[src/sv/button_hold_time_tracker_unit_defines.svh]
// Assertion macros shared by the button hold-time tracker RTL.
// Depends on nothing; define ASSERT_OFF to drop every check.
`ifndef BUTTON_HOLD_TIME_TRACKER_UNIT_DEFINES_SVH
`define BUTTON_HOLD_TIME_TRACKER_UNIT_DEFINES_SVH
`ifndef ASSERT_OFF
`define ASSERT_PROP(lbl, clk, rst_n, prop) \
    lbl: assert property (@(posedge clk) disable iff (!rst_n) prop) \
        else $error("assertion failed");
`define ASSERT_NEVER(lbl, clk, rst_n, expr) \
    lbl: assert property (@(posedge clk) disable iff (!rst_n) !(expr)) \
        else $error("forbidden condition seen");
`else
`define ASSERT_PROP(lbl, clk, rst_n, prop)
`define ASSERT_NEVER(lbl, clk, rst_n, expr)
`endif
`endif

[src/sv/btt_pkg.sv]
// Types and constants of the button hold-time tracker.
// Used by btt_div and button_hold_time_tracker_unit.
`default_nettype none
package btt_pkg;
    localparam int NUM_BUTTONS = 16;
    localparam int BTN_CNT_W   = 7;
    localparam int MODE_W      = 2;
    localparam int IDX_W       = 4;
    localparam int KEY_W       = 9;
    localparam int SLOT_W      = 10;
    localparam int TIME_W      = 32;
    localparam int FLEN_W      = 8;
    localparam int FRAC_W      = 16;
    localparam int STATUS_W    = 3;
    localparam int QUOT_W      = 15;
    localparam int DIV_STEPS   = 15;
    localparam int CNT_W       = 4;

    localparam logic [SLOT_W-1:0] MANUAL_CODE = 10'h3FF;
    localparam logic [SLOT_W-1:0] EMPTY_CODE  = 10'h000;
    localparam logic [FLEN_W-1:0] FRAME_CAP   = 8'd200;
    localparam logic [FRAC_W-1:0] ONE_Q15     = 16'h8000;

    typedef enum logic [MODE_W-1:0] {
        MODE_PRESS   = 2'd0,
        MODE_RELEASE = 2'd1,
        MODE_SAMPLE  = 2'd2,
        MODE_NONE    = 2'd3
    } t_mode;

    typedef enum logic [STATUS_W-1:0] {
        STS_APPLIED   = 3'd0,
        STS_REPEAT    = 3'd1,
        STS_THIRD     = 3'd2,
        STS_UNMATCHED = 3'd3,
        STS_SAMPLED   = 3'd4
    } t_status;

    typedef enum logic [2:0] {
        S_IDLE,
        S_EXEC,
        S_CLASS,
        S_DIV,
        S_DONE
    } t_state;

    typedef struct packed {
        logic              start;
        logic [FLEN_W-1:0] num;
        logic [FLEN_W-1:0] den;
    } t_div_req;
endpackage
`default_nettype wire

[src/sv/btt_div.sv]
// Iterative restoring divider: (num << 15) / den, one quotient bit a cycle.
// Requires num < den; depends on btt_pkg and the assertion macro header.
`default_nettype none
`include "button_hold_time_tracker_unit_defines.svh"
module btt_div (
    input  wire                         i_clk,
    input  wire                         i_rst_n,
    input  wire btt_pkg::t_div_req      i_req,
    output logic                        o_done,
    output logic [btt_pkg::QUOT_W-1:0]  o_quot
);
    logic                          r_busy, n_busy;
    logic                          r_done, n_done;
    logic [btt_pkg::CNT_W-1:0]     r_cnt, n_cnt;
    logic [btt_pkg::FLEN_W-1:0]    r_rem, n_rem;
    logic [btt_pkg::FLEN_W-1:0]    r_den, n_den;
    logic [btt_pkg::QUOT_W-1:0]    r_quot, n_quot;
    logic [btt_pkg::FLEN_W:0]      shifted;
    logic [btt_pkg::FLEN_W:0]      diff;
    logic                          take;

    always_comb begin
        shifted = {r_rem, 1'b0};
        diff    = shifted - {1'b0, r_den};
        take    = (shifted >= {1'b0, r_den});
        n_busy  = r_busy;
        n_done  = 1'b0;
        n_cnt   = r_cnt;
        n_rem   = r_rem;
        n_den   = r_den;
        n_quot  = r_quot;
        if (i_req.start) begin
            n_busy = 1'b1;
            n_cnt  = btt_pkg::CNT_W'(btt_pkg::DIV_STEPS);
            n_rem  = i_req.num;
            n_den  = i_req.den;
            n_quot = '0;
        end else if (r_busy) begin
            n_rem  = take ? diff[btt_pkg::FLEN_W-1:0] : shifted[btt_pkg::FLEN_W-1:0];
            n_quot = {r_quot[btt_pkg::QUOT_W-2:0], take};
            n_cnt  = r_cnt - 1'b1;
            if (r_cnt == btt_pkg::CNT_W'(1)) begin
                n_busy = 1'b0;
                n_done = 1'b1;
            end
        end
    end

    always_ff @(posedge i_clk) begin
        if (!i_rst_n) begin
            r_busy <= 1'b0;
            r_done <= 1'b0;
            r_cnt  <= '0;
        end else begin
            r_busy <= n_busy;
            r_done <= n_done;
            r_cnt  <= n_cnt;
        end
        r_rem  <= n_rem;
        r_den  <= n_den;
        r_quot <= n_quot;
    end

    assign o_done = r_done;
    assign o_quot = r_quot;

    `ASSERT_PROP(a_start_busy, i_clk, i_rst_n, i_req.start |=> r_busy)
    `ASSERT_PROP(a_done_pulse, i_clk, i_rst_n, r_done |=> !r_done)
    `ASSERT_PROP(a_rem_below, i_clk, i_rst_n, r_busy |-> (r_rem < r_den))
    `ASSERT_NEVER(a_busy_cnt, i_clk, i_rst_n, r_busy && (r_cnt == '0))
endmodule
`default_nettype wire

[src/sv/button_hold_time_tracker_unit.sv]
// Button hold-time tracker: per-button key slots, down stamps and held time,
// with a small sequencer over a shared divider. Depends on btt_pkg, btt_div.
//
// Each transaction yields exactly one result. A press, a release or an
// unknown mode passes through S_EXEC and then S_DONE. A frame sample for a
// button in range that needs a division passes through S_EXEC, S_CLASS, S_DIV
// and S_DONE, with the 15 quotient bits of the shared divider forming the
// held fraction of the frame; a sample without a division (zero frame length,
// no positive time or a full frame) skips S_DIV. The unit takes one transaction
// at a time; the result sits in an output register, so the next transaction
// may be taken while the previous result waits for the consumer, and it
// stalls before its result for as long as that result still waits.
`default_nettype none
`include "button_hold_time_tracker_unit_defines.svh"
module button_hold_time_tracker_unit (
    input  wire                            i_clk,
    input  wire                            i_rst_n,
    input  wire                            i_in_valid,
    output logic                           o_in_ready,
    input  wire  [btt_pkg::MODE_W-1:0]     i_mode,
    input  wire  [btt_pkg::IDX_W-1:0]      i_button_index,
    input  wire                            i_has_key,
    input  wire  [btt_pkg::KEY_W-1:0]      i_key_code,
    input  wire  [btt_pkg::TIME_W-1:0]     i_event_time,
    input  wire  [btt_pkg::FLEN_W-1:0]     i_frame_length,
    output logic                           o_out_valid,
    input  wire                            i_out_ready,
    output logic [btt_pkg::IDX_W-1:0]      o_button_echo,
    output logic [btt_pkg::FRAC_W-1:0]     o_fraction,
    output logic                           o_is_active,
    output logic                           o_held_or_pressed,
    output logic [btt_pkg::STATUS_W-1:0]   o_status
);
    btt_pkg::t_state               r_state, n_state;

    logic [btt_pkg::MODE_W-1:0]    r_mode;
    logic [btt_pkg::IDX_W-1:0]     r_idx;
    logic                          r_has_key;
    logic [btt_pkg::KEY_W-1:0]     r_key;
    logic [btt_pkg::TIME_W-1:0]    r_time;
    logic [btt_pkg::FLEN_W-1:0]    r_flen;

    logic [btt_pkg::SLOT_W-1:0]    r_first  [btt_pkg::NUM_BUTTONS];
    logic [btt_pkg::SLOT_W-1:0]    r_second [btt_pkg::NUM_BUTTONS];
    logic [btt_pkg::TIME_W-1:0]    r_down   [btt_pkg::NUM_BUTTONS];
    logic [btt_pkg::TIME_W-1:0]    r_held   [btt_pkg::NUM_BUTTONS];
    logic                          r_act    [btt_pkg::NUM_BUTTONS];
    logic                          r_prs    [btt_pkg::NUM_BUTTONS];
    logic [btt_pkg::FLEN_W-1:0]    r_last_flen, n_last_flen;

    logic [btt_pkg::SLOT_W-1:0]    n_first, n_second;
    logic [btt_pkg::TIME_W-1:0]    n_down, n_held;
    logic                          n_act, n_prs;
    logic                          wr_en;

    logic [btt_pkg::TIME_W-1:0]    r_m, n_m;
    logic [btt_pkg::FLEN_W-1:0]    r_fsat, n_fsat;

    logic [btt_pkg::IDX_W-1:0]     r_res_idx, n_res_idx;
    logic [btt_pkg::FRAC_W-1:0]    r_res_frac, n_res_frac;
    logic                          r_res_act, n_res_act;
    logic                          r_res_hop, n_res_hop;
    btt_pkg::t_status              r_res_status, n_res_status;

    logic                          r_out_valid, n_out_valid;
    logic [btt_pkg::IDX_W-1:0]     r_out_idx, n_out_idx;
    logic [btt_pkg::FRAC_W-1:0]    r_out_frac, n_out_frac;
    logic                          r_out_act, n_out_act;
    logic                          r_out_hop, n_out_hop;
    btt_pkg::t_status              r_out_status, n_out_status;

    btt_pkg::t_div_req             div_req;
    logic                          div_done;
    logic [btt_pkg::QUOT_W-1:0]    div_quot;

    logic                          in_range;
    logic [btt_pkg::SLOT_W-1:0]    code;
    logic [btt_pkg::SLOT_W-1:0]    s1, s2;
    logic [btt_pkg::TIME_W-1:0]    dn, hd;
    logic                          act, prs;
    logic                          accept;
    logic                          m_pos;

    btt_div u_div (
        .i_clk   (i_clk),
        .i_rst_n (i_rst_n),
        .i_req   (div_req),
        .o_done  (div_done),
        .o_quot  (div_quot)
    );

    assign accept   = i_in_valid && o_in_ready;
    assign in_range = (btt_pkg::BTN_CNT_W'(r_idx) < btt_pkg::BTN_CNT_W'(btt_pkg::NUM_BUTTONS));
    assign code     = r_has_key ? {1'b0, r_key} : btt_pkg::MANUAL_CODE;
    assign s1       = r_first[r_idx];
    assign s2       = r_second[r_idx];
    assign dn       = r_down[r_idx];
    assign hd       = r_held[r_idx];
    assign act      = r_act[r_idx];
    assign prs      = r_prs[r_idx];
    assign m_pos    = !r_m[btt_pkg::TIME_W-1] && (r_m != '0);

    always_comb begin
        n_state      = r_state;
        o_in_ready   = (r_state == btt_pkg::S_IDLE);
        wr_en        = 1'b0;
        n_first      = s1;
        n_second     = s2;
        n_down       = dn;
        n_held       = hd;
        n_act        = act;
        n_prs        = prs;
        n_last_flen  = r_last_flen;
        n_m          = r_m;
        n_fsat       = r_fsat;
        n_res_idx    = r_res_idx;
        n_res_frac   = r_res_frac;
        n_res_act    = r_res_act;
        n_res_hop    = r_res_hop;
        n_res_status = r_res_status;
        div_req      = '0;
        n_out_valid  = r_out_valid && !i_out_ready;
        n_out_idx    = r_out_idx;
        n_out_frac   = r_out_frac;
        n_out_act    = r_out_act;
        n_out_hop    = r_out_hop;
        n_out_status = r_out_status;

        case (r_state)
            btt_pkg::S_IDLE: begin
                if (accept) begin
                    n_state = btt_pkg::S_EXEC;
                end
            end
            btt_pkg::S_EXEC: begin
                n_res_idx    = r_idx;
                n_res_frac   = '0;
                n_res_hop    = 1'b0;
                n_res_status = btt_pkg::STS_APPLIED;
                n_state      = btt_pkg::S_DONE;
                if (in_range) begin
                    wr_en = 1'b1;
                    case (btt_pkg::t_mode'(r_mode))
                        btt_pkg::MODE_PRESS: begin
                            if (code == s1 || code == s2) begin
                                n_res_status = btt_pkg::STS_REPEAT;
                            end else if (s1 == btt_pkg::EMPTY_CODE) begin
                                n_first = code;
                            end else if (s2 == btt_pkg::EMPTY_CODE) begin
                                n_second = code;
                            end else begin
                                n_res_status = btt_pkg::STS_THIRD;
                            end
                            if (n_res_status == btt_pkg::STS_APPLIED && !act) begin
                                n_down = r_time;
                                n_act  = 1'b1;
                                n_prs  = 1'b1;
                            end
                        end
                        btt_pkg::MODE_RELEASE: begin
                            if (!r_has_key) begin
                                n_first  = btt_pkg::EMPTY_CODE;
                                n_second = btt_pkg::EMPTY_CODE;
                                n_act    = 1'b0;
                            end else begin
                                if (s1 == code) begin
                                    n_first = btt_pkg::EMPTY_CODE;
                                end else if (s2 == code) begin
                                    n_second = btt_pkg::EMPTY_CODE;
                                end else begin
                                    n_res_status = btt_pkg::STS_UNMATCHED;
                                end
                                if (n_res_status == btt_pkg::STS_APPLIED &&
                                    n_first == btt_pkg::EMPTY_CODE &&
                                    n_second == btt_pkg::EMPTY_CODE) begin
                                    n_act = 1'b0;
                                    if (r_time != '0) begin
                                        n_held = hd + (r_time - dn);
                                    end else begin
                                        n_held = hd + btt_pkg::TIME_W'(r_last_flen[btt_pkg::FLEN_W-1:1]);
                                    end
                                end
                            end
                        end
                        btt_pkg::MODE_SAMPLE: begin
                            n_res_hop    = act || prs;
                            n_res_status = btt_pkg::STS_SAMPLED;
                            n_prs        = 1'b0;
                            n_held       = '0;
                            n_fsat       = (r_flen > btt_pkg::FRAME_CAP) ? btt_pkg::FRAME_CAP : r_flen;
                            n_last_flen  = n_fsat;
                            n_m          = hd;
                            if (act) begin
                                n_m    = (dn == '0) ? r_time : hd + (r_time - dn);
                                n_down = r_time;
                            end
                            n_state = btt_pkg::S_CLASS;
                        end
                        default: begin
                            wr_en = 1'b0;
                        end
                    endcase
                    n_res_act = n_act;
                end else begin
                    n_res_act = 1'b0;
                end
            end
            btt_pkg::S_CLASS: begin
                n_state = btt_pkg::S_DONE;
                if (r_fsat == '0) begin
                    n_res_frac = m_pos ? btt_pkg::ONE_Q15 : '0;
                end else if (!m_pos) begin
                    n_res_frac = '0;
                end else if (r_m >= btt_pkg::TIME_W'(r_fsat)) begin
                    n_res_frac = btt_pkg::ONE_Q15;
                end else begin
                    div_req.start = 1'b1;
                    div_req.num   = r_m[btt_pkg::FLEN_W-1:0];
                    div_req.den   = r_fsat;
                    n_state       = btt_pkg::S_DIV;
                end
            end
            btt_pkg::S_DIV: begin
                if (div_done) begin
                    n_res_frac = btt_pkg::FRAC_W'(div_quot);
                    n_state    = btt_pkg::S_DONE;
                end
            end
            btt_pkg::S_DONE: begin
                if (!r_out_valid || i_out_ready) begin
                    n_out_valid  = 1'b1;
                    n_out_idx    = r_res_idx;
                    n_out_frac   = r_res_frac;
                    n_out_act    = r_res_act;
                    n_out_hop    = r_res_hop;
                    n_out_status = r_res_status;
                    n_state      = btt_pkg::S_IDLE;
                end
            end
            default: begin
                n_state = btt_pkg::S_IDLE;
            end
        endcase
    end

    always_ff @(posedge i_clk) begin
        if (!i_rst_n) begin
            r_state     <= btt_pkg::S_IDLE;
            r_out_valid <= 1'b0;
        end else begin
            r_state     <= n_state;
            r_out_valid <= n_out_valid;
        end
    end

    always_ff @(posedge i_clk) begin
        if (accept) begin
            r_mode    <= i_mode;
            r_idx     <= i_button_index;
            r_has_key <= i_has_key;
            r_key     <= i_key_code;
            r_time    <= i_event_time;
            r_flen    <= i_frame_length;
        end
        r_m          <= n_m;
        r_fsat       <= n_fsat;
        r_res_idx    <= n_res_idx;
        r_res_frac   <= n_res_frac;
        r_res_act    <= n_res_act;
        r_res_hop    <= n_res_hop;
        r_res_status <= n_res_status;
        r_out_idx    <= n_out_idx;
        r_out_frac   <= n_out_frac;
        r_out_act    <= n_out_act;
        r_out_hop    <= n_out_hop;
        r_out_status <= n_out_status;
    end

    always_ff @(posedge i_clk) begin
        if (!i_rst_n) begin
            for (int i = 0; i < btt_pkg::NUM_BUTTONS; i++) begin
                r_first[i]  <= '0;
                r_second[i] <= '0;
                r_down[i]   <= '0;
                r_held[i]   <= '0;
                r_act[i]    <= 1'b0;
                r_prs[i]    <= 1'b0;
            end
            r_last_flen <= '0;
        end else begin
            if (wr_en) begin
                r_first[r_idx]  <= n_first;
                r_second[r_idx] <= n_second;
                r_down[r_idx]   <= n_down;
                r_held[r_idx]   <= n_held;
                r_act[r_idx]    <= n_act;
                r_prs[r_idx]    <= n_prs;
            end
            r_last_flen <= n_last_flen;
        end
    end

    assign o_out_valid       = r_out_valid;
    assign o_button_echo     = r_out_idx;
    assign o_fraction        = r_out_frac;
    assign o_is_active       = r_out_act;
    assign o_held_or_pressed = r_out_hop;
    assign o_status          = r_out_status;

    `ASSERT_PROP(a_accept_exec, i_clk, i_rst_n, accept |=> (r_state == btt_pkg::S_EXEC))
    `ASSERT_PROP(a_frac_cap, i_clk, i_rst_n, r_out_valid |-> (r_out_frac <= btt_pkg::ONE_Q15))
    `ASSERT_PROP(a_hop_sample, i_clk, i_rst_n,
        (r_out_valid && r_out_status != btt_pkg::STS_SAMPLED) |-> !r_out_hop)
    `ASSERT_NEVER(a_div_state, i_clk, i_rst_n, div_done && (r_state != btt_pkg::S_DIV))
endmodule
`default_nettype wire

[config.mk]
export PLATFORM = sky130hd
export DESIGN_NAME = button_hold_time_tracker_unit
export DESIGN_NICKNAME = d
export VERILOG_FILES = /design/src/sv/btt_pkg.sv /design/src/sv/btt_div.sv /design/src/sv/button_hold_time_tracker_unit.sv
export VERILOG_INCLUDE_DIRS = /design/src /design/src/sv
export SDC_FILE = /design/constraint.sdc
export NUM_CORES = 2
export LEC_CHECK = 0
export BUFFER_PORTS_ARGS = -buffer_cell sky130_fd_sc_hd__clkbuf_2
export CAP_MARGIN = 20
export CORE_MARGIN = 8
export CORE_UTILIZATION = 62
export DETAILED_ROUTE_END_ITERATION = 6
export GPL_TIMING_DRIVEN = 0
export PLACE_DENSITY = 0.79
export REMOVE_ABC_BUFFERS = 1
export SYNTH_ARGS = -nofsm -noshare
export SYNTH_HDL_FRONTEND = slang
export SYNTH_SLANG_ARGS = --single-unit
[constraint.sdc]
create_clock -name i_clk -period 9.42 [get_ports i_clk]
set_input_delay 0.471 -clock i_clk [delete_from_list [all_inputs] [get_ports i_clk]]
set_output_delay 0.471 -clock i_clk [all_outputs]
set_load 0.02 [all_outputs]
==> flow_summary.json <==
{
  "clock_sinks": 1574,
  "period_share": 0.825,
  "slew_viol_final": 0,
  "antenna_cells": 0,
  "grt_overflow_total": 0,
  "powerDensity_mw_per_mm2": 237,
  "maxSlewHeadroom": 0.103,
  "status": "complete, but fails checks",
  "place_congestion": 0.940,
  "crit_type": "reg2reg",
  "cp-end-kind": "flip-flop",
  "finalInstanceArea_mm2": 0.0838,
  "die_w_um": 364,
  "n_fill_cell": 7585,
  "numCtsBuffers": 159,
  "synth_area_leaders": "edfxtp_1, mux4_2, nor2_1",
  "multi_input_area_mm2": 0.0260,
  "ys_seq_area_frac": 0.620,
  "startpoint_type": "flip-flop",
  "synth_cell_types": 105,
  "drv_cap": 0,
  "routed_wirelength_um": 233000,
  "drive_gt1_frac": 0.177,
  "r2r_end": "r_held[0][27]",
  "hold_violations": 0,
  "cts_buffer_depth": 3,
  "power.total_mw": 19.9,
  "ctsResizeCount": 0,
  "nets": 5685,
  "synthCells": 5558,
  "cts_tree": "built",
  "synth_edf_count": 1506,
  "ff_latch_area_mm2": 0.0466,
  "routed_via_density": 7.15,
  "area_growth_syn_to_layout_pct": 11.6,
  "clock_skew_ps": 50.3,
  "wl_per_cell_um": 32.0,
  "num_rows": 127,
  "ys_ff_latch": 1574,
  "clk_pin_slew_ps": 60,
  "tightest_slew_ps": 1350,
  "fin_ws_ps": 1650,
  "peakVddDrop_mv": 0.259,
  "worstPathArrival_ps": 8290,
  "required_ps": 9940,
  "max_stage_delay_ps": 800,
  "drt_iter0_markers": 8976,
  "post-route-min-period_ps": 7770,
  "ff2ff_setup_slack_ps": 1650,
  "worst-r2r-cell-count": 21,
  "antenna_found_initial": 2,
  "postSynthAreaPerCell_um2": 13.5,
  "grt_max_degree": 70,
  "fmax_mhz": 129,
  "violations": "DRC",
  "synth_area_leader_cell": "edfxtp_1",
  "synth-async-reset-ratio": 0,
  "synth_warnings": 0,
  "hp-class": "in2reg",
  "drtPass1Iterations": 7,
  "path_cells": "buf_16, buf_16, buf_16, buf_16, mux4_2, a22o_1, a221oi_1, buf_2, fa_1, inv_1, ha_1, a21oi_1, nand2_1, a211oi_1, a211oi_1, a21oi_1, o21bai_1, xor2_1, nand2b_1, a21oi_1, nor3_1",
  "critPathSlowestCell": "dfxtp_4",
  "synth_area_mm2": 0.0751,
  "post-route-util": 0.697,
  "placed_area_mm2": 0.0781,
  "dp_slack_ps": 1590,
  "ios": 87,
  "p_leak_nw": 29.6,
  "netlist.area_leader.share": 0.602,
  "setup_viol": 0,
  "htreeDepth": 4,
  "vias": 52000,
  "final.setup.tns_ps": 0,
  "cts_root_buf": "clkbuf_16",
  "grt_usage": 0.346,
  "cp-endpoint": "r_held[0][27]",
  "grt_pass1_wl_um": 336000,
  "crit_fanout": 44,
  "start_util": 0.625,
  "port_buffers": 86,
  "die_area_mm2": 0.133,
  "drc": 10,
  "clock_latency_ps": 820,
  "die_h_um": 364,
  "synth_most_common_cell": "edfxtp_1",
  "path_common_cell": "buf_16",
  "yosys_most_used_dff": "edfxtp_1",
  "core_area_mm2": 0.120,
  "dpl.hpwl_um": 136000,
  "rsz0062_at_grt": "no",
  "drtAntennaViolNets": 0,
  "grt_pass1_vias": 51500,
  "synth_common_cells": "edfxtp_1, nor2_1, mux4_2"
}
-- metrics by stage --
step | instances | hold WS (ps)
3_5_place_dp | 6906 | 405
5_1_grt | 7274 | 111
6_report | 7274 | 99.1
3_3_place_gp | 6801 | 401
4_1_cts | 7254 | 42.4
2_1_floorplan | 5103 | 400
-- layout make-up --
class / count / share of cell area
multi-input combinational: 3377 / 0.310
inverter: 152 / 0.00691
clock buffer: 209 / 0.0510
tap: 1612 / 0.0241
clock inverter: 83 / 0.00841
timing repair buffer: 267 / 0.0431
sequential: 1574 / 0.556
-- how the worst min path moves through the flow --
stage | startpoint | end | cells after the start
after CTS | i_out_ready | o_out_valid | 4
after global routing | i_out_ready | o_out_valid | 4
after floorplan | r_res_idx[0] | o_button_echo[0] | 0
after global placement | r_res_frac[3] | o_fraction[3] | 0
final | i_out_ready | o_out_valid | 4
after detailed placement | r_res_frac[11] | o_fraction[11] | 0
-- cells in the final DEF (no fill, tap or decap), drive strengths merged, types with 55 or more instances in the layout --
cell type	netlist	final
a21oi	148	148
edfxtp	1506	1506
dfxtp	68	68
mux2i	111	111
nand3	57	57
mux2	106	106
mux4	354	354
inv	150	158
clkbuf	241	296
nor2	1358	1358
o31ai	55	55
nor3	159	159
clkinv	2	68
nand2	174	174
dlygate4sd3	0	56
ha	61	61
buf	214	124
o21ai	91	91
-- critical path: cells and delay by family, from the launching register on --
kind,cells,cell delay (ps)
simple gates,3,440
flops,1,800
xor+xnor,1,230
buf+inv,6,1740
fa+ha+maj,2,730
compound gates,8,2850
mux,1,550
-- where the power goes --
group	switching (mW)	internal, mW	leakage (nW)
clock	2.79	3.36	2.43
sequential	0.183	7.96	15.9
combinational	3.54	2.03	11.2
-- registers in the layout, indices dropped and copies added, names as in the netlist, 9 cells and up, named ones only --
register / count
r_second: 160
u_div.o_quot: 15
r_time: 32
r_down: 512
r_held: 512
r_m: 32
r_act: 16
r_res_frac: 16
r_first: 160
r_key: 9
o_fraction: 16
r_prs: 16
-- timing repair --
action / 4_1_cts / 5_1_grt
buffers inserted: 0 / 0
hold buffers: 56 / 0
hold endpoints to repair: 60 / 0
-- cells by family after synthesis --
logic type,count (synthesis),share of synthesized area
compound gates,681,0.0662
xor+xnor,88,0.0104
fa+ha+maj,94,0.0190
buf+inv,607,0.0380
flops,1574,0.620
mux,571,0.137
simple gates,1943,0.109
-- routing by layer --
layer,GRT usage,part of all wire,up-vias
met5,0,0.000099,-
met4,0.184,0.061,4
met3,0.101,0.16,1063
met2,0.531,0.45,4955
met1,0.449,0.33,25300
li1,-,-,20700
No activity file was read; power rests on OpenSTA's default activity.
